$ cat src/design/blsm_pkg.sv
// Shared types, codes and sizing constants for the byte-lane load/store memory.
package blsm_pkg;

  // Memory holds 2**MEM_BYTES_LOG2 bytes; byte addresses wrap at that size.
  localparam int MEM_BYTES_LOG2 = 16;
  localparam longint unsigned MEM_DEPTH = 64'd1 << MEM_BYTES_LOG2;
  // Wide enough for a 16-bit address plus a byte offset without losing the carry.
  localparam int SUM_W = (MEM_BYTES_LOG2 > 17) ? MEM_BYTES_LOG2 : 17;

  localparam logic OP_LOAD  = 1'b0;
  localparam logic OP_STORE = 1'b1;

  typedef enum logic [1:0] {
    SZ_BYTE    = 2'd0,
    SZ_HALF    = 2'd1,
    SZ_WORD    = 2'd2,
    SZ_UNKNOWN = 2'd3
  } size_t;

  // Controller to datapath.
  typedef struct packed {
    logic clear;     // write zero at the clear counter and advance it
    logic accept;    // latch the incoming transaction
    logic wr;        // write the current byte lane
    logic rd;        // read the current byte lane
    logic advance;   // step to the next byte lane
    logic load_out;  // load the result register
  } cmd_t;

  // Datapath to controller.
  typedef struct packed {
    logic clear_done;
    logic in_is_store;
    logic in_size_unknown;
    logic last_byte;
    logic out_free;
  } status_t;

  // Index of the last byte lane touched by an access of the given size.
  function automatic logic [1:0] last_lane(input size_t sz);
    logic [1:0] lane;
    unique case (sz)
      SZ_BYTE: lane = 2'd0;
      SZ_HALF: lane = 2'd1;
      SZ_WORD: lane = 2'd3;
      default: lane = 2'd0;
    endcase
    return lane;
  endfunction

endpackage

$ cat src/design/blsm_ctrl.sv
// Controller state machine: clearing pass, byte-serial store and load sequencing.
module blsm_ctrl (
  input  logic             clk,
  input  logic             rst_n,
  input  logic             in_valid,
  output logic             in_stall,
  input  blsm_pkg::status_t st,
  output blsm_pkg::cmd_t    cmd
);
  import blsm_pkg::*;

  typedef enum logic [5:0] {
    ST_CLEAR = 6'b000001,
    ST_IDLE  = 6'b000010,
    ST_STORE = 6'b000100,
    ST_LOAD  = 6'b001000,
    ST_DRAIN = 6'b010000,
    ST_RESP  = 6'b100000
  } state_t;

  state_t state_r, state_nxt;

  always_ff @(posedge clk) begin
    if (!rst_n) begin
      state_r <= ST_CLEAR;
    end else begin
      state_r <= state_nxt;
    end
  end

  always_comb begin
    state_nxt = state_r;
    cmd       = '0;
    unique case (state_r)
      ST_CLEAR: begin
        cmd.clear = 1'b1;
        if (st.clear_done) state_nxt = ST_IDLE;
      end
      ST_IDLE: begin
        if (in_valid) begin
          cmd.accept = 1'b1;
          priority if (st.in_size_unknown) begin
            // unknown-size store does nothing; unknown-size load returns zero
            state_nxt = st.in_is_store ? ST_IDLE : ST_RESP;
          end else if (st.in_is_store) begin
            state_nxt = ST_STORE;
          end else begin
            state_nxt = ST_LOAD;
          end
        end
      end
      ST_STORE: begin
        cmd.wr      = 1'b1;
        cmd.advance = 1'b1;
        if (st.last_byte) state_nxt = ST_IDLE;
      end
      ST_LOAD: begin
        cmd.rd      = 1'b1;
        cmd.advance = 1'b1;
        if (st.last_byte) state_nxt = ST_DRAIN;
      end
      ST_DRAIN: begin
        // last read byte lands in the assembly register this cycle
        state_nxt = ST_RESP;
      end
      ST_RESP: begin
        if (st.out_free) begin
          cmd.load_out = 1'b1;
          state_nxt    = ST_IDLE;
        end
      end
      default: begin
        state_nxt = ST_CLEAR;
      end
    endcase
  end

  assign in_stall = (state_r != ST_IDLE);

endmodule

$ cat config.mk
export PLATFORM = sky130hd
export DESIGN_NAME = blsm_ctrl
export DESIGN_NICKNAME = d
export VERILOG_FILES = /design/src/design/blsm_pkg.sv /design/src/design/blsm_ctrl.sv
export SDC_FILE = /design/constraint.sdc
export NUM_CORES = 1
export LEC_CHECK = 0
export ABC_AREA = 0
export BUFFER_PORTS_ARGS = -buffer_cell sky130_fd_sc_hd__buf_2
export CORE_MARGIN = 2
export CORE_UTILIZATION = 25
export DETAILED_ROUTE_END_ITERATION = 10
export SYNTH_ARGS = -nofsm -noshare
export SYNTH_HDL_FRONTEND = slang
export SYNTH_SLANG_ARGS = --single-unit
$ cat constraint.sdc
create_clock -name clk -period 4.4 [get_ports clk]
set_clock_uncertainty 0.05 [all_clocks]
set_input_delay 0.22 -clock clk [delete_from_list [all_inputs] [get_ports clk]]
set_output_delay 0.22 -clock clk [all_outputs]
set_load 0.02 [all_outputs]
Word level (Yosys, flattened, before mapping)
Index checks and enable logic that the tools add are counted.
{"block": "totals", "reg_bits": 6, "output_inout_bits": 7, "word_cells": 32}
{"block": "classes", "eq_ne": 12, "mux": 17, "reduce_logical": 2}
{"operator": "$mux 6", "count": 7}
{"operator": "$pmux 6 s6", "count": 1}
{"operator": "$ne 2x2->1 const B", "count": 5}
{"operator": "$mux 1", "count": 8}
{"operator": "$eq 6x1->1 const B", "count": 1}
{"operator": "$eq 6x2->1 const B", "count": 1}
{"operator": "$eq 6x3->1 const B", "count": 1}
{"operator": "$eq 6x4->1 const B", "count": 1}
{"operator": "$eq 6x5->1 const B", "count": 1}
{"operator": "$eq 6x6->1 const B", "count": 1}
{"operator": "$ne 6x2->1 const B", "count": 1}
{"operator": "$reduce_and 5->1", "count": 1}
{"operator": "$mux 4", "count": 1}
{"operator": "$reduce_or 2->1", "count": 1}

Depth between registers and ports, before layout
{"block": "depth", "word_depth": 4, "depth_mapped": 6}

Worst setup path before layout
OpenSTA, ideal clock, no wires.
{"block": "synth_timing", "path_kind": "register to register", "startpoint": "reg state_r[5]", "endpoint": "reg state_r[4]", "required_time_ns": 4.288, "path_slack_ns": 2.439, "setup_time_ns": 0.062, "stages_incl_launch_ff": 5, "arrival_time_ns": 1.849, "path_cell_list": "dfxtp_1 > buf_2 > or4_1 > nor3b_1 > and3_1"}
{"block": "synth_via", "elab_chain_cells": 3}
{"item": "start, declared", "line": "blsm_ctrl.sv:21", "source": "state_t state_r, state_nxt;"}
{"item": "start signal, assigned", "line": "blsm_ctrl.sv:27", "source": "state_r <= state_nxt;"}
{"item": "$eq 6x1->1, or another cell as far along", "line": "blsm_ctrl.sv:34", "source": "unique case (state_r)"}
{"item": "$ne 2x2->1 (no source line)"}
{"item": "$reduce_and 5->1 (no source line)"}
Parallel ways exist; a longest one is shown, timed or not.
A chain may end at the register's enable or synchronous reset.

==> impl_metrics.ini <==
[status]
status = complete, no violations

[critical_path]
worst-setup-path-type = register to output pin
reg2reg_depth = 4
rrSetupSlack_ps = 2480
crit_path_start_kind = register
rr_endpoint = state_r[4]
cp.arrival_ps = 1730
r2r_start = state_r[2]
critPathCaptureType = output pin
cpMaxStageDelayCell = or4_1
crit_required_ps = 4130
critPathMaxFanout = 11
max_stage_delay_ps = 600
crit_path_cell_trace = or4_1 -> nor3b_1 -> buf_2

[floorplanning]
core_area_sq_um = 1730
die_w_microns = 47.0
dieArea_sq_um = 2210
rows = 15
die_h_microns = 47.0
initial_utilization_pct = 26.8
ios = 15

[global_route]
antenna_found_initial = 0
grt_start_max_net_pins = 12
grt_pass1_vias = 407
grt_pass1_wl_microns = 1680
track_usage_pct = 11.2
grt_overflow = 0

[min_path]
hp-class = primary input to register
worst_hold_startpoint = st[2]
min_delay_worst_endpoint = state_r[3]
hold_depth = 2

[route]
avgRoutedWirePerCell_microns = 11.3
drc = 0
drt_iter0_drc = 9
wl_microns = 1100
drt_first_pass_iters = 6
detail_route.vias_per_cell = 5.02
drtAntennaViolNets = 0
vias = 487

[sta]
setup_tns_ps = 0
setup_violations = 0
slew_viol_final = 0
fin_crit_sh_pct = 45.5
fmax_mhz = 499
rsz0062_at_grt = no
relSlewSlack_pct = 58.2
hold_viol = 0
tightest_slew_ps = 621
layout_min_cycle_time_ps = 2000
layout_setup_ws_ps = 2400
holdWs_ps = 156

[layout]
multiInputGateArea_sq_um = 307
largest_register_ffs = 6
top_register = state_r
fin_util_pct = 32.5
layout.area.seq_sq_um = 120
reg_top3 = state_r x6
drive_above_1_share_pct = 27.8
design_area_sq_um = 562
antenna_cells = 0
fin_nets = 82
synthToLayoutAreaGrowth_pct = 21.4
fillCellCount = 203

[synthesis]
synth_edf_count = 0
synthTopCellsByCount = 6 x dfxtp_1, 5 x nor3_1, 4 x nand2_1, 4 x nand2b_1
synth.area.top_cells = dfxtp_1 26%, nand2b_1 5.4%, nor3_1 5.4%
syn_nets = 67
syn_area_per_cell_sq_um = 7.85
synth_cell_types = 33
yosys_warnings = 0
synth_ff_type = dfxtp_1
synth_seq_area_share_pct = 25.9
synth_most_common_cell = dfxtp_1
synth_top_area_share_pct = 25.9
syn_inst = 59
synth_top_area_cell = dfxtp_1
async_reset_ff_share_pct = 0
syn_area_sq_um = 463
ys_ff_latch = 6

[clock_network]
path_clk_slew_ps = 50
cts_tree = yes
cts_sinks = 6
numCtsBuffers = 3
cts_repair_resize_count = 0
htree_num_levels = 1
root_buffer = clkbuf_4
cts_setup_buffers = 0
max-clock-path-buffers = 2
hold_buffers = 0
clk_latency_ps = 250

[place]
dpl.hpwl_microns = 870
dp_slack_ps = 2560
gp_congestion = 0.784
io_buffers = 14
dpl_cell_area_sq_um = 539

[power]
ir_worst_vdd_mv = 0.105
power_density_nw_per_um2 = 308
leakage_nw = 0.233

[job]
max_cap_viol_count = 0
[per-layer routing]
metal | vias to the layer above | track usage, % | wire, microns | share of wire, %
met4 | 0 | 3.33 | 4 | 0.36
met3 | 2 | 4.62 | 83 | 7.6
li1 | 249 | - | - | -
met5 | - | 0 | 0 | 0
met1 | 215 | 13.6 | 556 | 51
met2 | 21 | 18.1 | 454 | 41
[stage by stage]
| step | power [mW] | cells |
|---|---|---|
| after floorplan | 0.103 | 59 |
| after global placement | 0.120 | 94 |
| after detailed placement | 0.120 | 94 |
| after CTS | 0.177 | 97 |
| after global routing | 0.188 | 97 |
| final | 0.173 | 97 |
[layout make-up]
type,count,share of cell area [%]
Inverter,3,2.00
Multi-Input combinational cell,46,54.6
Timing Repair Buffer,14,12.5
Sequential cell,6,21.4
Tap cell,25,5.57
Clock buffer,3,4.01
[cell usage in the layout, fill, tap and decap left out, types with 3 or more instances in the layout]
master,count
buf_2,14
clkbuf_4,3
nor3_1,5
nand2b_1,4
nor4_1,3
dfxtp_1,6
nand2_1,4
inv_1,3
nor2_1,3
[logic make-up after synthesis]
logic type,share of synthesized area (%)
AO/OA/AOI/OAI,15.4
XOR/XNOR,3.78
buffers and inverters,7.84
flip-flops,25.9
AND/OR/NAND/NOR,47.0
[worst max-delay path by stage]
stage / start / end / slack (ps) / depth (start not counted)
3_3_place_gp: state_r[2] / state_r[4] / 2490 / 4
5_1_grt: state_r[5] / cmd[2] / 2270 / 3
4_1_cts: state_r[5] / cmd[2] / 2380 / 3
6_report: state_r[5] / cmd[3] / 2400 / 3
3_5_place_dp: state_r[2] / state_r[4] / 2560 / 4
2_1_floorplan: state_r[5] / state_r[4] / 2440 / 4
[critical path, delay by kind of cell (launching register included)]
family / cells / cell delay [ps]
flip-flops: 1 / 390
AND/OR/NAND/NOR: 2 / 880
buffers and inverters: 1 / 220
[power breakdown]
part	switching (mW)	internal, mW	total, mW
clock	0.0232	0.0311	0.0543
combinational	0.0289	0.0240	0.0529
sequential	0.00724	0.0587	0.0659
total	0.0594	0.114	0.173
Note: power is estimated with default switching activity, not from simulation.
